### src/rtl/stit_pkg.sv
package stit_pkg;

    localparam int ID_RND_W   = 64;
    localparam int ID_STAMP_W = 16;
    localparam int TIME_W     = 32;
    localparam int STATUS_W   = 3;
    localparam int LIVE_W     = 4;
    localparam int ACTION_W   = 2;

    localparam logic [TIME_W-1:0]     TIMEOUT_RESET  = 32'd300000;
    localparam logic [TIME_W-1:0]     INTERVAL_RESET = 32'd60000;
    localparam logic [ID_STAMP_W-1:0] STAMP_MASK     = 16'hFFFF;

    // configuration register indexes
    localparam logic REG_TIMEOUT  = 1'b0;
    localparam logic REG_INTERVAL = 1'b1;

    typedef enum logic [ACTION_W-1:0] {
        ACT_CREATE,
        ACT_VALIDATE,
        ACT_REVOKE,
        ACT_TICK
    } action_t;

    typedef enum logic [STATUS_W-1:0] {
        ST_OK,
        ST_FULL,
        ST_NOT_FOUND,
        ST_REVOKED,
        ST_EXPIRED
    } status_t;

    typedef enum logic [2:0] {
        CMD_NONE,
        CMD_CREATE,
        CMD_VALIDATE,
        CMD_REVOKE,
        CMD_SHIFT
    } cmd_op_t;

    typedef enum logic [1:0] {
        S_IDLE,
        S_EXEC,
        S_COMPACT
    } state_t;

    // broadcast to every cell
    typedef struct packed {
        cmd_op_t                 op;
        logic [ID_RND_W-1:0]     id_random;
        logic [ID_STAMP_W-1:0]   id_stamp;
        logic [TIME_W-1:0]       clock_ms;
        logic [TIME_W-1:0]       timeout_ms;
    } cell_cmd_t;

    // contents of one slot, handed down during compaction
    typedef struct packed {
        logic                    occupied;
        logic                    valid;
        logic [ID_RND_W-1:0]     id_random;
        logic [ID_STAMP_W-1:0]   id_stamp;
        logic [TIME_W-1:0]       last_used;
    } slot_t;

    // rippled from the oldest cell toward the newest
    typedef struct packed {
        logic prev_occupied;
        logic found;
        logic dead;
        logic sel_valid;
        logic sel_expired;
    } chain_t;

endpackage

### src/rtl/stit_cell.sv
module stit_cell (
    input  logic               aclk,
    input  logic               aresetn,
    input  stit_pkg::cell_cmd_t cmd,
    input  stit_pkg::chain_t   chain_in,
    output stit_pkg::chain_t   chain_out,
    input  stit_pkg::slot_t    upper,
    output stit_pkg::slot_t    slot
);
    import stit_pkg::*;

    logic                  occ_reg, occ_next;
    logic                  valid_reg, valid_next;
    logic [ID_RND_W-1:0]   rnd_reg, rnd_next;
    logic [ID_STAMP_W-1:0] stamp_reg, stamp_next;
    logic [TIME_W-1:0]     last_reg, last_next;

    logic match;
    logic first;
    logic expired;
    logic dead;
    logic [TIME_W-1:0] idle_ms;

    assign idle_ms = cmd.clock_ms - last_reg;
    assign expired = idle_ms > cmd.timeout_ms;
    assign match   = occ_reg && (rnd_reg == cmd.id_random) && (stamp_reg == cmd.id_stamp);
    assign first   = match && !chain_in.found;
    assign dead    = occ_reg && (!valid_reg || expired);

    always_comb begin
        chain_out.prev_occupied = occ_reg;
        chain_out.found         = chain_in.found || match;
        chain_out.dead          = chain_in.dead || dead;
        chain_out.sel_valid     = first ? valid_reg : chain_in.sel_valid;
        chain_out.sel_expired   = first ? expired : chain_in.sel_expired;
    end

    assign slot = '{occupied: occ_reg, valid: valid_reg, id_random: rnd_reg,
                    id_stamp: stamp_reg, last_used: last_reg};

    always_comb begin
        occ_next   = occ_reg;
        valid_next = valid_reg;
        rnd_next   = rnd_reg;
        stamp_next = stamp_reg;
        last_next  = last_reg;
        unique case (cmd.op)
            CMD_CREATE: begin
                // table is packed: the first free slot sits right after the last used one
                if (!occ_reg && chain_in.prev_occupied) begin
                    occ_next   = 1'b1;
                    valid_next = 1'b1;
                    rnd_next   = cmd.id_random;
                    stamp_next = cmd.clock_ms[ID_STAMP_W-1:0] & STAMP_MASK;
                    last_next  = cmd.clock_ms;
                end
            end
            CMD_VALIDATE: begin
                if (first && valid_reg) begin
                    if (expired) begin
                        valid_next = 1'b0;
                    end else begin
                        last_next = cmd.clock_ms;
                    end
                end
            end
            CMD_REVOKE: begin
                if (first) begin
                    valid_next = 1'b0;
                end
            end
            CMD_SHIFT: begin
                // drop the oldest dead entry; everything above moves down one slot
                if (dead || chain_in.dead) begin
                    occ_next   = upper.occupied;
                    valid_next = upper.valid;
                    rnd_next   = upper.id_random;
                    stamp_next = upper.id_stamp;
                    last_next  = upper.last_used;
                end
            end
            default: begin
            end
        endcase
    end

    always_ff @(posedge aclk) begin
        if (!aresetn) begin
            occ_reg   <= 1'b0;
            valid_reg <= 1'b0;
        end else begin
            occ_reg   <= occ_next;
            valid_reg <= valid_next;
        end
    end

    always_ff @(posedge aclk) begin
        rnd_reg   <= rnd_next;
        stamp_reg <= stamp_next;
        last_reg  <= last_next;
    end

endmodule

### src/rtl/stit_ctrl.sv
module stit_ctrl #(
    parameter int MAX_SESSIONS = 8
) (
    input  logic                                aclk,
    input  logic                                aresetn,
    input  logic                                s_valid,
    output logic                                s_ready,
    input  logic [stit_pkg::ACTION_W-1:0]       s_action,
    input  logic [stit_pkg::ID_RND_W-1:0]       s_id_random,
    input  logic [stit_pkg::ID_STAMP_W-1:0]     s_id_stamp,
    output logic                                m_valid,
    input  logic                                m_ready,
    output logic [stit_pkg::STATUS_W-1:0]       m_status,
    output logic [stit_pkg::ID_RND_W-1:0]       m_out_id_random,
    output logic [stit_pkg::ID_STAMP_W-1:0]     m_out_id_stamp,
    output logic [stit_pkg::LIVE_W-1:0]         m_live_count,
    input  logic                                cfg_we,
    input  logic                                cfg_index,
    input  logic [stit_pkg::TIME_W-1:0]         cfg_wdata,
    output stit_pkg::cell_cmd_t                 cmd,
    input  stit_pkg::chain_t                    chain_end
);
    import stit_pkg::*;

    localparam int CNT_W = $clog2(MAX_SESSIONS + 1);
    localparam logic [CNT_W-1:0] CNT_MAX = CNT_W'(MAX_SESSIONS);

    state_t                state_reg, state_next;
    action_t               act_reg;
    logic [ID_RND_W-1:0]   rnd_reg;
    logic [ID_STAMP_W-1:0] stamp_reg;
    logic [TIME_W-1:0]     clock_reg;
    logic [TIME_W-1:0]     last_cleanup_reg;
    logic [TIME_W-1:0]     timeout_reg;
    logic [TIME_W-1:0]     interval_reg;
    logic [CNT_W-1:0]      count_reg, count_next;

    logic                  m_valid_reg;
    status_t               m_status_reg;
    logic [ID_RND_W-1:0]   m_rnd_reg;
    logic [ID_STAMP_W-1:0] m_stamp_reg;
    logic [LIVE_W-1:0]     m_live_reg;

    logic                  out_free;
    logic                  full;
    logic                  is_tick;
    logic                  cleanup_due;
    logic                  exec_go;
    logic                  result_we;
    logic [TIME_W-1:0]     clock_inc;
    logic [TIME_W-1:0]     since_cleanup;
    status_t               status_res;
    logic [ID_RND_W-1:0]   rnd_res;
    logic [ID_STAMP_W-1:0] stamp_res;
    logic [CNT_W+LIVE_W-1:0] live_wide;

    assign out_free      = !m_valid_reg || m_ready;
    assign full          = count_reg == CNT_MAX;
    assign is_tick       = act_reg == ACT_TICK;
    assign clock_inc     = clock_reg + 1'b1;
    assign since_cleanup = clock_inc - last_cleanup_reg;
    assign cleanup_due   = since_cleanup >= interval_reg;
    assign exec_go       = (state_reg == S_EXEC) && out_free;

    // next state
    always_comb begin
        state_next = state_reg;
        unique case (state_reg)
            S_IDLE: begin
                if (s_valid) begin
                    state_next = S_EXEC;
                end
            end
            S_EXEC: begin
                if (out_free) begin
                    state_next = (is_tick && cleanup_due) ? S_COMPACT : S_IDLE;
                end
            end
            S_COMPACT: begin
                if (!chain_end.dead && out_free) begin
                    state_next = S_IDLE;
                end
            end
            default: state_next = S_IDLE;
        endcase
    end

    // outputs to the handshake and the cell row
    always_comb begin
        s_ready    = 1'b0;
        cmd.op     = CMD_NONE;
        result_we  = 1'b0;
        unique case (state_reg)
            S_IDLE: begin
                s_ready = 1'b1;
            end
            S_EXEC: begin
                if (out_free) begin
                    result_we = !(is_tick && cleanup_due);
                    unique case (act_reg)
                        ACT_CREATE:   cmd.op = full ? CMD_NONE : CMD_CREATE;
                        ACT_VALIDATE: cmd.op = CMD_VALIDATE;
                        ACT_REVOKE:   cmd.op = CMD_REVOKE;
                        default:      cmd.op = CMD_NONE;
                    endcase
                end
            end
            S_COMPACT: begin
                cmd.op    = CMD_SHIFT;
                result_we = !chain_end.dead && out_free;
            end
            default: begin
            end
        endcase
        cmd.id_random  = rnd_reg;
        cmd.id_stamp   = stamp_reg;
        cmd.clock_ms   = clock_reg;
        cmd.timeout_ms = timeout_reg;
    end

    always_comb begin
        status_res = ST_OK;
        rnd_res    = '0;
        stamp_res  = '0;
        count_next = count_reg;
        if (exec_go) begin
            case (act_reg)
                ACT_CREATE: begin
                    if (full) begin
                        status_res = ST_FULL;
                    end else begin
                        rnd_res    = rnd_reg;
                        stamp_res  = clock_reg[ID_STAMP_W-1:0] & STAMP_MASK;
                        count_next = count_reg + 1'b1;
                    end
                end
                ACT_VALIDATE: begin
                    if (!chain_end.found) begin
                        status_res = ST_NOT_FOUND;
                    end else if (!chain_end.sel_valid) begin
                        status_res = ST_REVOKED;
                    end else if (chain_end.sel_expired) begin
                        status_res = ST_EXPIRED;
                    end
                end
                ACT_REVOKE: begin
                    if (!chain_end.found) begin
                        status_res = ST_NOT_FOUND;
                    end
                end
                default: begin
                end
            endcase
        end else if (state_reg == S_COMPACT && chain_end.dead) begin
            count_next = count_reg - 1'b1;
        end
    end

    // the port keeps the low bits of the count
    assign live_wide = {{LIVE_W{1'b0}}, count_next};

    always_ff @(posedge aclk) begin
        if (!aresetn) begin
            state_reg        <= S_IDLE;
            clock_reg        <= '0;
            last_cleanup_reg <= '0;
            timeout_reg      <= TIMEOUT_RESET;
            interval_reg     <= INTERVAL_RESET;
            count_reg        <= '0;
            m_valid_reg      <= 1'b0;
        end else begin
            state_reg <= state_next;
            count_reg <= count_next;
            if (cfg_we) begin
                if (cfg_index == REG_TIMEOUT) begin
                    timeout_reg <= cfg_wdata;
                end else if (cfg_index == REG_INTERVAL) begin
                    interval_reg <= cfg_wdata;
                end
            end
            if (exec_go && is_tick) begin
                clock_reg <= clock_inc;
                if (cleanup_due) begin
                    last_cleanup_reg <= clock_inc;
                end
            end
            if (result_we) begin
                m_valid_reg <= 1'b1;
            end else if (m_ready) begin
                m_valid_reg <= 1'b0;
            end
        end
    end

    always_ff @(posedge aclk) begin
        if (s_valid && s_ready) begin
            act_reg   <= action_t'(s_action);
            rnd_reg   <= s_id_random;
            stamp_reg <= s_id_stamp;
        end
        if (result_we) begin
            m_status_reg <= status_res;
            m_rnd_reg    <= rnd_res;
            m_stamp_reg  <= stamp_res;
            m_live_reg   <= live_wide[LIVE_W-1:0];
        end
    end

    assign m_valid         = m_valid_reg;
    assign m_status        = m_status_reg;
    assign m_out_id_random = m_rnd_reg;
    assign m_out_id_stamp  = m_stamp_reg;
    assign m_live_count    = m_live_reg;

endmodule

### src/rtl/session_table_idle_timeout_core.sv
// The input transfer registers the request; the EXEC state makes one pass over
//   the cell row and registers the result when the output is free; a tick
//   triggering cleanup goes to COMPACT, dropping one dead entry per cycle and
//   registering the result when none is left. One item is served at a time.
// Reset (aresetn low, synchronous): slots empty, clock and cleanup mark zero,
//   registers back to 300000 / 60000 ms, output empty.
module session_table_idle_timeout_core #(
    parameter int MAX_SESSIONS = 8
) (
    input  logic                            aclk,
    input  logic                            aresetn,
    input  logic                            s_valid,
    output logic                            s_ready,
    input  logic [stit_pkg::ACTION_W-1:0]   s_action,
    input  logic [stit_pkg::ID_RND_W-1:0]   s_id_random,
    input  logic [stit_pkg::ID_STAMP_W-1:0] s_id_stamp,
    output logic                            m_valid,
    input  logic                            m_ready,
    output logic [stit_pkg::STATUS_W-1:0]   m_status,
    output logic [stit_pkg::ID_RND_W-1:0]   m_out_id_random,
    output logic [stit_pkg::ID_STAMP_W-1:0] m_out_id_stamp,
    output logic [stit_pkg::LIVE_W-1:0]     m_live_count,
    input  logic                            cfg_we,
    input  logic                            cfg_index,
    input  logic [stit_pkg::TIME_W-1:0]     cfg_wdata
);
    import stit_pkg::*;

    cell_cmd_t cmd;
    chain_t    chain [MAX_SESSIONS+1];
    slot_t     slots [MAX_SESSIONS+1];

    // oldest end: "previous slot used" is true so an empty table fills slot 0
    assign chain[0] = '{prev_occupied: 1'b1, found: 1'b0, dead: 1'b0,
                        sel_valid: 1'b0, sel_expired: 1'b0};
    assign slots[MAX_SESSIONS] = '0;

    for (genvar g = 0; g < MAX_SESSIONS; g++) begin : g_cell
        stit_cell u_cell (
            .aclk      (aclk),
            .aresetn   (aresetn),
            .cmd       (cmd),
            .chain_in  (chain[g]),
            .chain_out (chain[g+1]),
            .upper     (slots[g+1]),
            .slot      (slots[g])
        );
    end

    stit_ctrl #(
        .MAX_SESSIONS (MAX_SESSIONS)
    ) u_ctrl (
        .aclk            (aclk),
        .aresetn         (aresetn),
        .s_valid         (s_valid),
        .s_ready         (s_ready),
        .s_action        (s_action),
        .s_id_random     (s_id_random),
        .s_id_stamp      (s_id_stamp),
        .m_valid         (m_valid),
        .m_ready         (m_ready),
        .m_status        (m_status),
        .m_out_id_random (m_out_id_random),
        .m_out_id_stamp  (m_out_id_stamp),
        .m_live_count    (m_live_count),
        .cfg_we          (cfg_we),
        .cfg_index       (cfg_index),
        .cfg_wdata       (cfg_wdata),
        .cmd             (cmd),
        .chain_end       (chain[MAX_SESSIONS])
    );

endmodule

### config.mk
export PLATFORM = sky130hd
export DESIGN_NAME = session_table_idle_timeout_core
export DESIGN_NICKNAME = d
export VERILOG_FILES = /design/src/rtl/stit_pkg.sv /design/src/rtl/stit_cell.sv /design/src/rtl/stit_ctrl.sv /design/src/rtl/session_table_idle_timeout_core.sv
export SDC_FILE = /design/constraint.sdc
export NUM_CORES = 2
export LEC_CHECK = 0
export ABC_AREA = 1
export BUFFER_PORTS_ARGS = -buffer_cell sky130_fd_sc_hd__buf_2
export CAP_MARGIN = 20
export CORE_UTILIZATION = 35
export DETAILED_ROUTE_END_ITERATION = 8
export PLACE_DENSITY_LB_ADDON = 0.08
export SLEW_MARGIN = 15
export SYNTH_ARGS = -nofsm -noshare
export SYNTH_HDL_FRONTEND = slang
export SYNTH_SLANG_ARGS = --single-unit
### constraint.sdc
create_clock -name aclk -period 8.82 [get_ports aclk]
set_input_delay 0.882 -clock aclk [delete_from_list [all_inputs] [get_ports aclk]]
set_output_delay 0.882 -clock aclk [all_outputs]
set_load 0.02 [all_outputs]
After elaboration in Yosys (flattened, before gate mapping)
Cells that the tools add are included.

word-level totals
  logic and storage cells = 482
  output and inout port bits = 89
  flip-flop bits (word level) = 1216

cells by class
  $lt $le $gt $ge = 9
  equality and inequality tests = 77
  bitwise operators = 3
  muxes and demuxes = 191
  add/subtract/negate cells = 12
  reduce and logical (&&, ||, !) cells = 136

operators by type and width
  operator                 number
  $mux W32                 32
  $mux W64                 16
  $pmux W64 S2             8
  $pmux W32 S3             8
  $eq A64 B64 Y1           8
  $sub A32 B32 Y32         9
  $gt A32 B32 Y1           8
  $mux W16                 16
  $pmux W16 S2             8
  $eq A16 B16 Y1           8
  $ne A2 B1 Y1 const B     41
  $mux W1                  69
  $logic_and A1 B1 Y1      52
  $reduce_and A6 Y1        8
  $reduce_and A5 Y1        8
  $add A32 B1 Y32 const B  1
  $ge A32 B32 Y1           1
  $pmux W1 S4              8
  $reduce_and A3 Y1        9
  $logic_not A1 Y1         25
  $logic_or A1 B1 Y1       23
  $ne A2 B2 Y1 const B     10
  $pmux W1 S2              9
  $pmux W3 S3              2
  20 further kinds         41

Depth between registers and ports, before layout
  word-level depth = 16
  gate-level depth with buffers = 37
  depth with buffers taken out = 37

Modules after synthesis
Synthesis repeated with hierarchy kept, for this count alone.

unflattened totals
  cells, all modules = 12022
  area, all modules = 88447.3 µm²

modules (own cells, without submodules)
  module                            cells an instance  instances  area an instance (µm²)
  stit_cell (g_cell[0].u_cell ...)  1341               4          9406.5
  stit_ctrl                         1630               1          14570.2
  stit_cell (g_cell[7].u_cell)      1338               1          9466.6
  stit_cell (g_cell[5].u_cell)      1242               1          8939.8
  stit_cell (g_cell[4].u_cell)      1231               1          8934.8
  stit_cell (g_cell[6].u_cell)      1215               1          8902.3
  session_table_idle_timeout_core   2                  1          7.5

Least setup slack after synthesis
OpenSTA, ideal clock, no wires.

  path type = register to register
  start = register u_ctrl.clock_reg[1]
  end = register g_cell[3].u_cell.occ_reg
  library setup time = 0.096 ns
  arrival time = 8.064 ns
  stages on the path, launching flop included = 31
  path buffers = 0
  path slack = 0.660 ns
  period minus slack after synthesis = 8.160 ns
  cells stage by stage = dfxtp_1 > ha_1 > nand3_1 > nand2_1 > a21boi_1 > o21ai_1 > a21oi_1 > o21ai_1 > a21oi_1 > inv_1 > nand2_1 > nand2_1 > a21boi_0 > o21ai_0 > xor2_1 > ha_1 > nand3_1 > inv_1 > nand2_1 > nor4_1 > nand2_1 > nand2_1 > nand2_1 > nand2_1 > nand2_1 > and2_1 > nand2_1 > nand2_1 > nor2_1 > o21ai_0 > a31oi_1

on the way
  longest elaborated chain between the ends = 9
  elaborated cells on any way between the ends = 21
  classes of those cells = add/sub: 4; order compare: 4; eq/ne: 1; reduce/logical: 12

RTL lines
  item                                    RTL line          source
  start: declaration                      stit_ctrl.sv:32   logic [TIME_W-1:0] clock_reg;
  start signal: assignment                stit_ctrl.sv:182  clock_reg <= clock_inc;
  $sub A32 B32 Y32                        stit_cell.sv:24   assign idle_ms = cmd.clock_ms - last_reg;
  $gt A32 B32 Y1                          stit_cell.sv:25   assign expired = idle_ms > cmd.timeout_ms;
  $logic_or A1 B1 Y1                      stit_cell.sv:28   assign dead = occ_reg && (!valid_reg || expired);
  $logic_and A1 B1 Y1                     stit_cell.sv:28
  $logic_or A1 B1 Y1 (2 in a row)         stit_cell.sv:33   chain_out.dead = chain_in.dead || dead;
  $logic_or A1 B1 Y1 (*)                  stit_cell.sv:74   if (dead || chain_in.dead) begin
  $ne A2 B1 Y1 (no source line) (*)       -
  $reduce_and A3 Y1 (no source line) (*)  -
  end signal: assignment                  stit_cell.sv:92   occ_reg <= occ_next;
  end: declaration                        stit_cell.sv:12   logic occ_reg, occ_next;

Every way passes the cells marked *; elsewhere a longest branch is shown, timed or not.
A chain may end at the register's enable or synchronous reset.

Final worst setup path
  start = register u_ctrl.clock_reg[1]
  end = register g_cell[7].u_cell.rnd_reg[59], enable pin

on the way
  longest elaborated chain between the ends = 13
  elaborated cells on any way between the ends = 41
  classes of those cells = add/sub: 8; order compare: 8; eq/ne: 1; reduce/logical: 24

RTL lines
  item                                    RTL line         source
  $sub A32 B32 Y32                        stit_cell.sv:24
  $gt A32 B32 Y1                          stit_cell.sv:25
  $logic_or A1 B1 Y1                      stit_cell.sv:28
  $logic_and A1 B1 Y1                     stit_cell.sv:28
  $logic_or A1 B1 Y1 (6 in a row)         stit_cell.sv:33
  $logic_or A1 B1 Y1 (*)                  stit_cell.sv:74
  $ne A2 B1 Y1 (no source line) (*)       -
  $reduce_and A3 Y1 (no source line) (*)  -
  end signal: assignment                  stit_cell.sv:98  rnd_reg <= rnd_next;
  end: declaration                        stit_cell.sv:14  logic [ID_RND_W-1:0] rnd_reg, rnd_next;

Marked as above.

==> flow_metrics.py <==
metrics = {
    "floorplan": {
        "io_pins": 209,
        "die_area_mm2": 0.230,
        "core_mm2": 0.226,
        "start_util": 0.353,
        "row_count": 174,
        "die_w_um": 479,
        "dieHeight_um": 479,
    },
    "placement": {
        "placement.io_buffers": 208,
        "dp.final_hpwl_mm": 391,
        "gp_congestion": 1.12,
        "place_inst": 12849,
    },
    "worst_setup_path": {
        "end_kind": "register",
        "critPathLaunchType": "register",
        "path_buf_inv": 3,
        "cp.required_ns": 9.33,
        "worstSetupPathType": "reg -> reg",
        "critPathTopFamily": "simple AND/OR/NAND/NOR gates",
        "cpMostUsedCell": "nand2_1",
        "critical_path.max_stage_delay_ns": 0.70,
        "cp.arrival_ns": 8.25,
        "worstPathMaxFanout": 39,
        "slowest_stage": "dfxtp_1",
    },
    "clock_network": {
        "hold_buffers": 0,
        "cts_buffer_depth": 3,
        "cts.repair.resized": 0,
        "cts-buffers-inserted": 154,
        "cts_tree": "yes",
        "cts_sinks": 1216,
        "cts_root_buf": "clkbuf_16",
        "cts_setup_buffers": 0,
        "cts.htree.levels": 4,
        "clkTransAtPathRegs_ns": 0.06,
        "insertion_delay_ns": 0.88,
    },
    "final_layout": {
        "multi_input_area_mm2": 0.0384,
        "largest_reg_flops": 512,
        "finalNetCount": 10726,
        "final_cells": 13174,
        "fillers": 23313,
        "drive_above_1_share": 0.0715,
        "seq_area_mm2": 0.0350,
        "area_delta_synth_final_pct": 13.4,
    },
    "grt": {
        "antenna_found_initial": 102,
        "gr-total-overflow": 0,
        "grt_pass1_vias": 69654,
        "grt_pass1_wl_mm": 622,
        "grt_max_degree": 114,
        "grtUsageTotal": 0.402,
    },
    "pwr": {
        "p_int_uw": 14500,
        "pwr-share-comb": 0.409,
        "p_total_uw": 26400,
        "clkPwrFrac": 0.264,
        "power.leakage_uw": 0.0403,
        "p_sw_frac": 0.452,
        "p_per_area_mw_per_mm2": 293,
        "p_sw_uw": 12000,
        "ir_drop_mv": 0.212,
        "seqPwrFrac": 0.328,
    },
    "synthesis": {
        "synth_nets": 10475,
        "ys_ff_latch": 1216,
        "synth_edf_count": 1065,
        "synth_area_leaders": "edfxtp_1 (40%), nand2_1 (11%), ha_1 (9.1%)",
        "synth.cell_area_mm2": 0.0797,
        "ys_types": 67,
        "yosysSeqAreaShare": 0.439,
        "avgSynthCellArea_um2": 8.16,
        "synth_top_area_cell": "edfxtp_1",
        "synthArstFlopShare": 0,
        "synth_warnings": 0,
        "syn_inst": 9767,
        "synth_top_area_frac": 0.401,
        "synth-main-ff-cell": "edfxtp_1",
    },
    "routing": {
        "routed_wl_mm": 475,
        "ant_nets": 1,
        "drc_errors": 8,
        "drtIter0Drc": 11976,
        "wl_per_cell_um": 36.0,
        "dr.pass1.iters": 9,
        "vias": 77376,
        "vias_per_cell": 5.87,
    },
    "timing": {
        "tns_ns": 0,
        "hold_violations": 0,
        "layout_min_cycle_time_ns": 7.74,
        "setup_violations": 0,
        "maxSlewHeadroom": 0.0508,
        "rsz0062_at_grt": "no",
        "tightestPinTransition_ns": 1.41,
        "clock_skew_ns": 0.0682,
        "slew_violations": 0,
        "fmax_mhz": 129,
        "min_period_over_period": 0.877,
    },
    "outcome": {
        "outcome": "complete, but fails checks",
        "violations": "antenna violations, design-rule violations",
    },
    "worst_hold_path": {
        "hold_path_class": "in -> reg",
    },
    "run": {
        "max_cap_violations": 0,
    },
}
-- through the flow --
stage / hold WS [ns] / worst slack [ns] / utilization / area [um2]
global route: 0.183 / 0.777 / 0.400 / 90300
CTS: 0.155 / 1.45 / 0.400 / 90200
finish: 0.195 / 1.08 / 0.401 / 90400
floorplan: 0.435 / 0.660 / - / 79700
global placement: 0.448 / 1.54 / 0.376 / 84800
detailed placement: 0.451 / 1.52 / 0.376 / 84800
-- cells in the final DEF (no fill, tap or decap), types with 24 or more instances in the layout --
cell type	count
nor2_1	836
diode_2	34
inv_1	1381
nand4_1	234
a31oi_1	55
nand3_1	213
a21oi_1	584
xor2_1	290
clkbuf_1	25
a21boi_1	24
edfxtp_1	1065
ha_1	578
o21a_1	36
nor4_1	68
buf_4	143
xnor2_1	184
o21ai_0	959
o211ai_1	33
clkbuf_16	160
clkinv_2	25
o21ai_1	44
nand2_1	2293
inv_2	27
buf_2	207
nor3_1	159
dfxtp_1	151
-- kinds of logic after synthesis --
logic type,synth area share
simple gates,0.207
compound gates,0.126
buf+inv,0.0820
flops,0.439
fa+ha+maj,0.0932
xor+xnor,0.0530
-- synth_stat cells, types with 9 or more instances --
library cell  number
a211oi_1          17
a21boi_0          16
a21boi_1          24
a21oi_1          588
a221oi_1           9
a31oi_1           55
buf_1             15
buf_2             69
buf_4             34
clkbuf_1         154
dfxtp_1          151
edfxtp_1        1065
fa_1               9
ha_1             579
inv_1           1385
inv_2             26
nand2_1         2294
nand3_1          214
nand3b_1          23
nand4_1          234
nor2_1           845
nor3_1           162
nor3b_1           25
nor4_1            71
o2111ai_1         17
o211ai_1          33
o21a_1            36
o21ai_0          963
o21ai_1           41
o21bai_1          16
o221ai_1          15
o22ai_1           16
or2_2             15
xnor2_1          184
xor2_1           291
-- power by group through the flow --
stage                     combinational (uW)  sequential [uW]  clock [uW]
after floorplan                         5670             8440           0
after global placement                 10200             8710           0
after detailed placement               10300             8720           0
after CTS                              10300             8620        7020
after global routing                   11300             8730        7210
final                                  10800             8660        6970
-- area by class of cell --
type | instances | share of cell area
flip-flops and latches | 1216 | 0.387
clock inverters | 91 | 0.0132
diodes | 34 | 0.000941
clock buffers | 195 | 0.0469
repair buffers | 367 | 0.0268
well taps | 2992 | 0.0414
multi-input cells | 6866 | 0.425
inverters | 1413 | 0.0588
-- metal layers --
metal	global-route usage	routed length [um]	up-vias
met5	0	571	-
met3	0.155	65700	587
li1	-	-	33377
met4	0.114	14600	52
met2	0.512	175000	4827
met1	0.612	219000	38533
-- final timing paths --
path                                        startpoint                           end  slack (ns)  cells past startpoint
worst max register to register     u_ctrl.clock_reg[1]  g_cell[7].u_cell.rnd_reg[59]        1.08                     33
worst min register to register  u_ctrl.timeout_reg[11]        u_ctrl.timeout_reg[11]        0.46                      2
worst min-delay path                   s_id_random[26]            u_ctrl.rnd_reg[26]        0.19                      1
worst max-delay path               u_ctrl.clock_reg[1]  g_cell[7].u_cell.rnd_reg[59]        1.08                     33
Power figures use the tool's default switching activity.
